--- src/hdl/sparse_set_membership_engine_macros.svh ---
// ----------------------------------------------------------------------------
// sparse set membership engine assertion macros
// concurrent assertion wrappers, empty when SYNTHESIS is defined
// ----------------------------------------------------------------------------
`ifndef SPARSE_SET_MEMBERSHIP_ENGINE_MACROS_SVH
`define SPARSE_SET_MEMBERSHIP_ENGINE_MACROS_SVH

`ifndef SYNTHESIS

// clocked assertion, disabled while reset is asserted
`define SSM_ASSERT(name, clk, rst_n, prop) \
	name: assert property (@(posedge clk) disable iff (!rst_n) prop) \
		else $error("ssm assertion failed");

// clocked assertion, also checked during reset
`define SSM_ASSERT_ALWAYS(name, clk, prop) \
	name: assert property (@(posedge clk) prop) \
		else $error("ssm assertion failed");

`else

`define SSM_ASSERT(name, clk, rst_n, prop)
`define SSM_ASSERT_ALWAYS(name, clk, prop)

`endif

`endif

--- src/hdl/ssm_pkg.sv ---
// ----------------------------------------------------------------------------
// ssm_pkg
// shared constants, command codes and structs of the sparse set engine
// ----------------------------------------------------------------------------
package ssm_pkg;

	localparam int UNIVERSE_SIZE_DEF = 256;

	localparam int CMD_W   = 3;
	localparam int ELEM_W  = 8;
	localparam int POS_W   = 8;
	localparam int COUNT_W = 9;
	localparam int AT_W    = 8;

	localparam int S_TDATA_W = ELEM_W + POS_W;
	localparam int M_FIELD_W = 1 + COUNT_W + AT_W;
	localparam int M_TDATA_W = ((M_FIELD_W + 7) / 8) * 8;
	localparam int M_PAD_W   = M_TDATA_W - M_FIELD_W;

	localparam logic [CMD_W-1:0] CMD_ADD   = 3'd0;
	localparam logic [CMD_W-1:0] CMD_DEL   = 3'd1;
	localparam logic [CMD_W-1:0] CMD_QUERY = 3'd2;
	localparam logic [CMD_W-1:0] CMD_READ  = 3'd3;
	localparam logic [CMD_W-1:0] CMD_CLEAR = 3'd4;

	typedef struct packed {
		logic [POS_W-1:0]  position;
		logic [ELEM_W-1:0] element;
		logic [CMD_W-1:0]  cmd;
	} ssm_cmd_t;

	typedef struct packed {
		logic               status;
		logic [AT_W-1:0]    member_at;
		logic [COUNT_W-1:0] member_count;
		logic               was_member;
	} ssm_result_t;

endpackage

--- src/hdl/ssm_ram.sv ---
// ----------------------------------------------------------------------------
// ssm_ram
// generic single port ram with registered read
// ----------------------------------------------------------------------------
module ssm_ram #(
	parameter int WIDTH = 8,
	parameter int DEPTH = 256,
	localparam int ADDR_W = $clog2(DEPTH)
) (
	input  logic              clk,
	input  logic              we,
	input  logic [ADDR_W-1:0] addr,
	input  logic [WIDTH-1:0]  wdata,
	output logic [WIDTH-1:0]  rdata
);

	logic [WIDTH-1:0] mem_q [DEPTH];
	logic [WIDTH-1:0] rdata_q;

	always_ff @(posedge clk) begin
		if (we) begin
			mem_q[addr] <= wdata;
		end
		rdata_q <= mem_q[addr];
	end

	assign rdata = rdata_q;

endmodule

--- src/hdl/ssm_core.sv ---
// ----------------------------------------------------------------------------
// ssm_core
// command sequencer: lookup, membership compare and two-step swap over the
// slot and element tables, plus the identity fill after reset
// ----------------------------------------------------------------------------
`include "sparse_set_membership_engine_macros.svh"

module ssm_core #(
	parameter int UNIVERSE_SIZE = ssm_pkg::UNIVERSE_SIZE_DEF,
	localparam int IDX_W = $clog2(UNIVERSE_SIZE),
	localparam int CNT_W = $clog2(UNIVERSE_SIZE + 1)
) (
	input  logic                clk,
	input  logic                arst_n,
	input  logic                start,
	input  ssm_pkg::ssm_cmd_t   req,
	output logic                ready,
	output logic                res_valid,
	input  logic                res_take,
	output ssm_pkg::ssm_result_t res,
	output logic                se_we,
	output logic [IDX_W-1:0]    se_addr,
	output logic [IDX_W-1:0]    se_wdata,
	input  logic [IDX_W-1:0]    se_rdata,
	output logic                es_we,
	output logic [IDX_W-1:0]    es_addr,
	output logic [IDX_W-1:0]    es_wdata,
	input  logic [IDX_W-1:0]    es_rdata
);

	localparam logic [2:0] ST_CLR   = 3'd0;
	localparam logic [2:0] ST_IDLE  = 3'd1;
	localparam logic [2:0] ST_EVAL  = 3'd2;
	localparam logic [2:0] ST_SWAP1 = 3'd3;
	localparam logic [2:0] ST_SWAP2 = 3'd4;
	localparam logic [2:0] ST_DONE  = 3'd5;

	localparam logic [CNT_W-1:0] CNT_MAX  = CNT_W'(UNIVERSE_SIZE);
	localparam logic [IDX_W-1:0] IDX_LAST = IDX_W'(UNIVERSE_SIZE - 1);

	logic [2:0]                   state_q;
	logic [IDX_W-1:0]             clr_q;
	logic [CNT_W-1:0]             count_q;
	logic [ssm_pkg::CMD_W-1:0]    cmd_q;
	logic [ssm_pkg::ELEM_W-1:0]   elem_q;
	logic [ssm_pkg::POS_W-1:0]    pos_q;
	logic [IDX_W-1:0]             slot_q;
	logic [IDX_W-1:0]             tgt_q;
	logic [IDX_W-1:0]             other_q;
	logic                         was_q;
	logic                         status_q;
	logic [ssm_pkg::AT_W-1:0]     at_q;

	logic             elem_ok;
	logic             pos_ok;
	logic             is_member;
	logic [IDX_W-1:0] elem_idx;
	logic [IDX_W-1:0] tgt_next;
	logic             do_swap;
	logic             was_d;
	logic             status_d;
	logic [ssm_pkg::AT_W-1:0] at_d;

	assign elem_ok   = 32'(elem_q) < 32'(UNIVERSE_SIZE);
	assign pos_ok    = 32'(pos_q) < 32'(count_q);
	assign is_member = CNT_W'(es_rdata) < count_q;
	assign elem_idx  = IDX_W'(elem_q);
	assign tgt_next  = (cmd_q == ssm_pkg::CMD_ADD) ? IDX_W'(count_q)
	                                               : IDX_W'(count_q - CNT_W'(1));
	assign do_swap   = elem_ok
		&& (((cmd_q == ssm_pkg::CMD_ADD) && !is_member && (count_q < CNT_MAX))
		|| ((cmd_q == ssm_pkg::CMD_DEL) && is_member));

	// table port steering
	always_comb begin
		se_we    = 1'b0;
		se_addr  = tgt_q;
		se_wdata = elem_idx;
		es_we    = 1'b0;
		es_addr  = elem_idx;
		es_wdata = tgt_q;
		unique case (state_q)
			ST_CLR: begin
				se_we    = 1'b1;
				se_addr  = clr_q;
				se_wdata = clr_q;
				es_we    = 1'b1;
				es_addr  = clr_q;
				es_wdata = clr_q;
			end
			ST_IDLE: begin
				se_addr = IDX_W'(req.position);
				es_addr = IDX_W'(req.element);
			end
			ST_EVAL: begin
				se_addr = tgt_next;
			end
			ST_SWAP1: begin
				se_we    = 1'b1;
				se_addr  = tgt_q;
				se_wdata = elem_idx;
				es_we    = 1'b1;
				es_addr  = elem_idx;
				es_wdata = tgt_q;
			end
			ST_SWAP2: begin
				se_we    = 1'b1;
				se_addr  = slot_q;
				se_wdata = other_q;
				es_we    = 1'b1;
				es_addr  = other_q;
				es_wdata = slot_q;
			end
			default: begin
			end
		endcase
	end

	// result fields of the command under evaluation
	always_comb begin
		was_d    = 1'b0;
		status_d = 1'b0;
		at_d     = '0;
		unique case (cmd_q) inside
			ssm_pkg::CMD_ADD, ssm_pkg::CMD_DEL, ssm_pkg::CMD_QUERY: begin
				if (elem_ok) begin
					was_d = is_member;
				end else begin
					status_d = 1'b1;
				end
			end
			ssm_pkg::CMD_READ: begin
				if (pos_ok) begin
					was_d = 1'b1;
					at_d  = ssm_pkg::AT_W'(se_rdata);
				end else begin
					status_d = 1'b1;
				end
			end
			ssm_pkg::CMD_CLEAR: begin
				was_d = elem_ok && is_member;
			end
			default: begin
				status_d = 1'b1;
			end
		endcase
	end

	always_ff @(posedge clk or negedge arst_n) begin
		if (!arst_n) begin
			state_q <= ST_CLR;
			clr_q   <= '0;
			count_q <= '0;
		end else begin
			unique case (state_q)
				ST_CLR: begin
					clr_q <= clr_q + IDX_W'(1);
					if (clr_q == IDX_LAST) begin
						state_q <= ST_IDLE;
					end
				end
				ST_IDLE: begin
					if (start) begin
						state_q <= ST_EVAL;
					end
				end
				ST_EVAL: begin
					state_q <= do_swap ? ST_SWAP1 : ST_DONE;
					if (cmd_q == ssm_pkg::CMD_CLEAR) begin
						count_q <= '0;
					end
				end
				ST_SWAP1: begin
					state_q <= ST_SWAP2;
				end
				ST_SWAP2: begin
					count_q <= (cmd_q == ssm_pkg::CMD_ADD) ? count_q + CNT_W'(1)
					                                       : count_q - CNT_W'(1);
					state_q <= ST_DONE;
				end
				ST_DONE: begin
					if (res_take) begin
						state_q <= ST_IDLE;
					end
				end
				default: begin
					state_q <= ST_IDLE;
				end
			endcase
		end
	end

	// datapath registers
	always_ff @(posedge clk) begin
		if (state_q == ST_IDLE && start) begin
			cmd_q  <= req.cmd;
			elem_q <= req.element;
			pos_q  <= req.position;
		end
		if (state_q == ST_EVAL) begin
			slot_q   <= es_rdata;
			tgt_q    <= tgt_next;
			was_q    <= was_d;
			status_q <= status_d;
			at_q     <= at_d;
		end
		if (state_q == ST_SWAP1) begin
			other_q <= se_rdata;
		end
	end

	assign ready     = state_q == ST_IDLE;
	assign res_valid = state_q == ST_DONE;

	assign res.was_member   = was_q;
	assign res.member_count = ssm_pkg::COUNT_W'(count_q);
	assign res.member_at    = at_q;
	assign res.status       = status_q;

	`SSM_ASSERT(a_count_bound, clk, arst_n, count_q <= CNT_MAX)
	`SSM_ASSERT(a_start_idle, clk, arst_n, start |-> state_q == ST_IDLE)
	`SSM_ASSERT(a_swap_count, clk, arst_n, state_q == ST_SWAP2 |=> count_q != $past(count_q))
	`SSM_ASSERT(a_err_quiet, clk, arst_n, (res_valid && status_q) |-> (!was_q && at_q == '0))

endmodule

--- src/hdl/sparse_set_membership_engine.sv ---
// ----------------------------------------------------------------------------
// sparse_set_membership_engine
// set of 0..UNIVERSE_SIZE-1 kept as a permutation and its inverse in two
// single port tables; add, delete, query, read member and clear
//
// channel  dir  tdata                                        tuser
// s_*      in   element[7:0] position[15:8]                  cmd[2:0]
// m_*      out  was_member[0] member_count[9:1]              status
//               member_at[17:10], zero pad to 24 bits
//
// query, read, clear and bad commands go from accept through the evaluate
// state to the result; add and delete that change the set also pass the swap
// states, bounded by the single port of each table (a lookup read, a partner
// read and a write of both tables in each swap state); after reset both
// tables are filled with the identity while s_tready is low
// a word waiting in the output register holds the next result in the core,
// which keeps s_tready low; s_tready is high again the cycle after that
// result is loaded into the output register
// ----------------------------------------------------------------------------
module sparse_set_membership_engine #(
	parameter int UNIVERSE_SIZE = ssm_pkg::UNIVERSE_SIZE_DEF
) (
	input  logic                            clk,
	input  logic                            arst_n,
	input  logic                            s_tvalid,
	output logic                            s_tready,
	input  logic [ssm_pkg::S_TDATA_W-1:0]   s_tdata,  // element, position
	input  logic [ssm_pkg::CMD_W-1:0]       s_tuser,  // cmd
	output logic                            m_tvalid,
	input  logic                            m_tready,
	output logic [ssm_pkg::M_TDATA_W-1:0]   m_tdata,  // was_member, member_count, member_at
	output logic                            m_tuser   // status
);

	localparam int IDX_W = $clog2(UNIVERSE_SIZE);

	ssm_pkg::ssm_cmd_t    req;
	ssm_pkg::ssm_result_t res;

	logic             start;
	logic             ready;
	logic             res_valid;
	logic             res_take;
	logic             se_we;
	logic [IDX_W-1:0] se_addr;
	logic [IDX_W-1:0] se_wdata;
	logic [IDX_W-1:0] se_rdata;
	logic             es_we;
	logic [IDX_W-1:0] es_addr;
	logic [IDX_W-1:0] es_wdata;
	logic [IDX_W-1:0] es_rdata;

	logic                          m_tvalid_q;
	logic [ssm_pkg::M_TDATA_W-1:0] m_tdata_q;
	logic                          m_tuser_q;

	assign req.cmd      = s_tuser;
	assign req.element  = s_tdata[ssm_pkg::ELEM_W-1:0];
	assign req.position = s_tdata[ssm_pkg::S_TDATA_W-1:ssm_pkg::ELEM_W];

	assign s_tready = ready;
	assign start    = s_tvalid && ready;
	assign res_take = res_valid && (!m_tvalid_q || m_tready);

	ssm_core #(
		.UNIVERSE_SIZE(UNIVERSE_SIZE)
	) u_core (
		.clk      (clk),
		.arst_n   (arst_n),
		.start    (start),
		.req      (req),
		.ready    (ready),
		.res_valid(res_valid),
		.res_take (res_take),
		.res      (res),
		.se_we    (se_we),
		.se_addr  (se_addr),
		.se_wdata (se_wdata),
		.se_rdata (se_rdata),
		.es_we    (es_we),
		.es_addr  (es_addr),
		.es_wdata (es_wdata),
		.es_rdata (es_rdata)
	);

	// slot -> element
	ssm_ram #(
		.WIDTH(IDX_W),
		.DEPTH(UNIVERSE_SIZE)
	) u_slot_ram (
		.clk  (clk),
		.we   (se_we),
		.addr (se_addr),
		.wdata(se_wdata),
		.rdata(se_rdata)
	);

	// element -> slot
	ssm_ram #(
		.WIDTH(IDX_W),
		.DEPTH(UNIVERSE_SIZE)
	) u_elem_ram (
		.clk  (clk),
		.we   (es_we),
		.addr (es_addr),
		.wdata(es_wdata),
		.rdata(es_rdata)
	);

	// output word register
	always_ff @(posedge clk or negedge arst_n) begin
		if (!arst_n) begin
			m_tvalid_q <= 1'b0;
		end else if (res_take) begin
			m_tvalid_q <= 1'b1;
		end else if (m_tready) begin
			m_tvalid_q <= 1'b0;
		end
	end

	always_ff @(posedge clk) begin
		if (res_take) begin
			m_tdata_q <= {{ssm_pkg::M_PAD_W{1'b0}}, res.member_at, res.member_count,
			              res.was_member};
			m_tuser_q <= res.status;
		end
	end

	assign m_tvalid = m_tvalid_q;
	assign m_tdata  = m_tdata_q;
	assign m_tuser  = m_tuser_q;

endmodule
--- config.mk ---
export PLATFORM = sky130hd
export DESIGN_NAME = sparse_set_membership_engine
export DESIGN_NICKNAME = d
export VERILOG_FILES = /design/src/hdl/ssm_pkg.sv /design/src/hdl/ssm_ram.sv /design/src/hdl/ssm_core.sv /design/src/hdl/sparse_set_membership_engine.sv
export VERILOG_INCLUDE_DIRS = /design/src /design/src/hdl
export SDC_FILE = /design/constraint.sdc
export NUM_CORES = 2
export LEC_CHECK = 0
export BUFFER_PORTS_ARGS = -buffer_cell sky130_fd_sc_hd__buf_4
export CORE_MARGIN = 10
export CORE_UTILIZATION = 30
export DETAILED_ROUTE_END_ITERATION = 10
export SYNTH_ARGS = -nofsm -noshare
export SYNTH_HDL_FRONTEND = slang
export SYNTH_HIERARCHICAL = 1
export SYNTH_SLANG_ARGS = --single-unit
--- constraint.sdc ---
create_clock -name clk -period 14.4 [get_ports clk]
set_clock_uncertainty 0.2 [all_clocks]
set_input_delay 0 -clock clk [delete_from_list [all_inputs] [get_ports clk]]
set_output_delay 0 -clock clk [all_outputs]
set_load 0.02 [all_outputs]
# Word-level counts from Yosys, hierarchy flattened
# Memories as Yosys holds them, arrays and structs flattened. A register that Yosys moved wholly into a read port is not among the register bits.
# Index checks and enable logic that the tools add are counted.
# word_totals
output_inout_bits	27
word_cells	78
ramBits	4096
memories	2
register_bits	93
# mem_list
name	depth	word_bits	rd	rd_clocked_by_memory_dff	write_ports	line	rtl
u_elem_ram.mem_q	256	8	1	1	1	ssm_ram.sv:17	logic [WIDTH-1:0] mem_q [DEPTH];
u_slot_ram.mem_q	256	8	1	1	1	ssm_ram.sv:17	
# classes
muxes	22
order_cmp	3
reduce_logical	19
eq_ne	14
addsub	3
# ops
operator	n
8-bit one-hot mux with 2 select lines	2
8-bit one-hot mux with 4 select lines	1
8-bit one-hot mux with 3 select lines	1
8-bit by 9-bit < comparator with 1-bit output	2
9-bit 2-to-1 mux	2
3-bit one-hot mux with 6 select lines	1
9-bit one-hot mux with 2 select lines	1
3-bit by 2-bit equality test with 1-bit output, second input constant	4
3-bit 2-to-1 mux	4
9-bit by 1-bit adder with 9-bit output, second input constant	1
3-bit equality test, second input constant	3
9-bit < comparator, second input constant	1
9-bit by 1-bit subtractor with 9-bit output, second input constant	1
8-bit by 1-bit adder with 8-bit output, second input constant	1
8-bit equality test, second input constant	1
8-bit 2-to-1 mux	1
2-bit by 1-bit inequality test with 1-bit output, second input constant	4
1-bit 2-to-1 mux	7
3-bit by 1-bit equality test with 1-bit output, second input constant	2
1-bit logical AND	6
3-bit zero test	2
1-bit one-hot mux with 2 select lines	2
2-bit AND reduction	2
2-bit nonzero test	2
other kinds (5)	7

# Depth between registers and ports, before layout
# logic_depth
ltp_word	7
depth_mapped	17
mapped_depth_nobuf	11

# Cells and area by module
# Netlist, hierarchy kept.
# by_module_without_submodules
module	area_per_inst_um2	n_inst	cells_per_inst
ssm_ram	78492.8	2	3547
ssm_core	4078.9	1	401
sparse_set_membership_engine	669.4	1	31

# Least setup slack after synthesis
# Ideal clock, no wire load.
# synth_path
path_type	register to register
start	register u_core.state_q[1]
end	memory u_elem_ram.mem_q[0][0], data pin
stages_incl_launch_ff	7
period_less_slack_ps	13694
setup_slack_ps	706
n_path_buf	4
arrival_ps	11306
path_cell_list	dfrtp_1 -> clkbuf_1 -> or2_2 -> clkbuf_1 -> clkbuf_1 -> clkbuf_1 -> o21ai_0
# synth_via
elab_chain_len	2
elab_cells_between_ends	3
# synth_rtl
item	line	rtl
start: declaration	ssm_core.sv:41	logic [2:0] state_q;
start signal: assignment	ssm_core.sv:168	state_q <= do_swap ? ST_SWAP1 : ST_DONE;
3-bit equality test or 3-bit zero test (tied branches)	ssm_core.sv:82	unique case (state_q)
8-bit one-hot mux with 2 select lines (*)	ssm_core.sv:82	
named net es_wdata[0]	sparse_set_membership_engine.sv:50	logic [IDX_W-1:0] es_wdata;
end: declaration	ssm_ram.sv:17	
# The timed path passes the listed nets; every way through them passes the cells marked *.

# Worst setup path after layout
# layout_path
start	register u_core.state_q[1]
end	register u_elem_ram.rdata_q[6] (netlist: u_elem_ram/rdata[6]) (read register of u_elem_ram.mem_q)
# layout_via
elab_chain_len	2
elab_cells_between_ends	4
# layout_rtl
item	line	rtl
3-bit equality test (tied with other cells)	ssm_core.sv:82	
8-bit one-hot mux with 3 select lines (*)	ssm_core.sv:82	
named net es_addr[0]	sparse_set_membership_engine.sv:49	logic [IDX_W-1:0] es_addr;
end: declaration	ssm_ram.sv:18	logic [WIDTH-1:0] rdata_q;
# Marked as above.
# A chain may end at the register's enable or synchronous reset.

==> impl_metrics.ini <==
[outcome]
status = finished, violations left
violations = max-capacitance violations, max-slew violations

[routing]
wire_per_inst_um = 26.5
postRouteAntennaNets = 0
drt_iter0_drc = 9198
vias = 78510
drc = 0
viasPerCell = 5.16
drt_wl_total_um = 404000
first_pass_iters = 6

[place]
routabilityCongestion = 0.789
port_buffers = 43
place_area_um2 = 171000
dpl.hpwl_um = 237000

[logic_synthesis]
synth-main-ff-cell = edfxtp_1
synth-edff-count = 4168
syn_area_um2 = 162000
yosysSeqAreaShare = 0.779
synthAdderAreaFrac = 0.00147
synth.distinct_cells = 61
yosys.area_share.xor_xnor = 0.000758
synth_compound_area_frac = 0.0397
syn_area_per_cell_um2 = 21.5
synthCells = 7526
yosysWarnings = 6
synth_top_family_by_area = multiplexers
synth_top_area_frac = 0.774
async_flop_share = 0.00499
synth.area.top_cells = edfxtp_1 (77%), mux4_2 (14%), a22oi_1 (2.4%), nor2_1 (1.2%), a21oi_1 (0.91%)
yosysTopAreaCell = edfxtp_1
ys_ff_latch = 4205
synth_simple_gate_area_frac = 0.0208
muxShareOfSynthArea = 0.143

[setup_path]
cp.depth = 14
worstSetupStartpointType = flop
crit_family = buffers and inverters
crit_top_cell = buf_4
crit_slowest_cell = o41ai_1
critPathBufInv = 4
critPathMaxStageDelay_ns = 0.95
critical_path_arrival_ns = 8.45
critPathRequiredTime_ns = 14.92
criticalPathCategory = reg2reg
worstPathMaxFanout = 44
worstSetupEndpointType = flop
r2r_slack_ns = 6.47
r2r_cells = 14
worstPathCellList = or2_2 -> a21oi_1 -> o21ai_0 -> o21ai_0 -> a21oi_4 -> buf_4 -> buf_4 -> buf_4 -> buf_4 -> mux4_2 -> a22oi_1 -> a21oi_1 -> o41ai_1 -> nand4_1

[grt]
grt_pass1_wl_um = 584000
globalRouteOverflowTotal = 0
grt_usage = 0.137
antenna_found_initial = 14
grt_max_degree = 227
grt_pass1_vias = 79699

[layout]
fin_area_um2 = 184000
area_growth_pct = 13.9
nets = 7767
utilization = 0.343
drive_above_1_share = 0.241

[clocking]
htreeDepth = 5
clk_path_buf_depth = 4
cts_tree = yes
clk_pin_slew_ns = 0.06
clock_latency_ns = 0.94
post_cts_resized = 0
root_buffer = clkbuf_16
cts_inserted_buffers = 387
cts_setup_buffers = 0
clock-sinks = 4205
hold_buffers = 46

[timing]
timing_hold_violations_final = 0
period_needed_ns = 7.93
setup_viol = 0
min_period_over_period = 0.551
rsz0062_at_grt = no
slew_headroom = -0.0529
whs_ns = 0.169
timing.fmax_mhz = 126
final.setup.tns_ns = 0
worst_pin_slew_ns = 1.56
finalMaxSlewViolations = 2

[floorplan]
core_um2 = 537000
io_pins = 50
initial_core_util = 0.301
dieHeight_um = 754
die_area_um2 = 569000
rows = 269
die_w_um = 754

[worst_hold_path]
whs_path_depth = 3
hp-class = in2reg

[power]
vdd_drop_max_mv = 0.263
power_density_nw_per_um2 = 235
p_leak_nw = 55.1
finalPower_mw = 43.3

[run]
cap_violations = 1
[final timing paths]
path | from | end
max | u_core/state_q[1]$_DFFE_PN0P_ | u_elem_ram/rdata[6]$_DFF_P_
min | s_tuser[2] | u_core/cmd_q[2]$_DFFE_PP_
max reg2reg | u_core/state_q[1]$_DFFE_PN0P_ | u_elem_ram/rdata[6]$_DFF_P_
min reg2reg | u_core/at_q[6]$_SDFFCE_PN0P_ | m_tdata[16]$_DFFE_PP_
max in group asynchronous | arst_n | m_tvalid$_DFFE_PN0P_
min in group asynchronous | arst_n | u_core/count_q[1]$_DFFE_PN0P_
[flip-flops by register name, summed over array words and instances, names as in the netlist]
signal / count
m_tuser: 1
m_tdata: 18
u_core/tgt_q: 8
u_core/clr_q: 8
u_slot_ram/rdata: 8
u_core/status_q: 1
u_core/pos_q: 8
u_elem_ram/rdata: 8
u_core/other_q: 8
u_core/at_q: 8
u_core/slot_q: 8
u_core/count_q: 9
m_tvalid: 1
u_core/elem_idx: 8
u_slot_ram/mem_q: 2048
u_core/was_q: 1
u_elem_ram/mem_q: 2048
u_core/cmd_q: 3
u_core/state_q: 3
[stage by stage]
stage,instances,worst slack [ns]
after global routing,15220,5.70
after global placement,14460,6.29
after floorplan,7531,0.706
after CTS,15217,6.20
after detailed placement,14469,6.20
final,15223,6.47
[kinds of logic after synthesis]
group,Yosys count
compound gates,955
xor+xnor,14
fa+ha+maj,19
buf+inv,513
flops,4205
mux,1031
other cells,1
simple gates,788
[layer usage]
metal | vias to the layer above | track usage | share of wire
met2 | 3442 | 0.222 | 0.48
li1 | 32136 | - | -
met3 | 621 | 0.0266 | 0.081
met4 | 10 | 0.0410 | 0.031
met1 | 42301 | 0.187 | 0.41
met5 | - | 0 | 0.00018
[power breakdown]
| part | leakage (nW) | switching, mW | internal [mW] |
|---|---|---|---|
| combinational | 10.8 | 10.9 | 5.89 |
| clock | 6.24 | 4.47 | 6.01 |
| sequential | 38.1 | 0.197 | 15.9 |
[cell usage after synthesis (21+ instances only)]
| cell type | n |
|---|---|
| dfrtp_1 | 21 |
| o41ai_1 | 65 |
| buf_1 | 42 |
| clkbuf_1 | 302 |
| a21oi_1 | 295 |
| a22oi_1 | 514 |
| nand4_1 | 22 |
| buf_6 | 33 |
| mux4_2 | 1024 |
| buf_4 | 41 |
| nor2b_1 | 21 |
| nor2_1 | 496 |
| o21ai_0 | 35 |
| nand3_1 | 30 |
| buf_2 | 73 |
| nor3_1 | 64 |
| nand2_1 | 95 |
| edfxtp_1 | 4168 |
[worst register-to-register path: stages (launching register included)]
cell	delay [ns]
dfrtp_1	0.74
or2_2	0.78
a21oi_1	0.14
o21ai_0	0.22
o21ai_0	0.30
a21oi_4	0.17
buf_4	0.52
buf_4	0.77
buf_4	0.88
buf_4	0.80
mux4_2	0.66
a22oi_1	0.30
a21oi_1	0.15
o41ai_1	0.95
nand4_1	0.18
[placed cells by master, fill, tap and decap left out, types with 25 or more instances in the layout]
cell | synthesis | layout
edfxtp_1 | 4168 | 4168
bufinv_16 | 0 | 53
dlygate4sd3_1 | 0 | 45
nor3_1 | 64 | 57
mux4_2 | 1024 | 1024
a21oi_1 | 295 | 293
clkinv_2 | 0 | 68
o21ai_0 | 35 | 25
nand3_1 | 30 | 28
nor2_1 | 496 | 494
clkbuf_1 | 302 | 64
buf_4 | 41 | 235
o41ai_1 | 65 | 39
clkbuf_16 | 0 | 394
clkinv_1 | 0 | 82
nand2_1 | 95 | 82
o41ai_2 | 0 | 26
a22oi_1 | 514 | 514
[area by class of cell]
cell class / count / area, um2
diodes: 4 / 10.0
clock buffers: 467 / 10200
clock inverters: 235 / 2570
fillers: 49220 / 353000
inverters: 20 / 77.6
multi-input cells: 2813 / 33900
flip-flops and latches: 4205 / 126000
well taps: 7181 / 8980
repair buffers: 298 / 2530
Power figures use the tool's default switching activity.
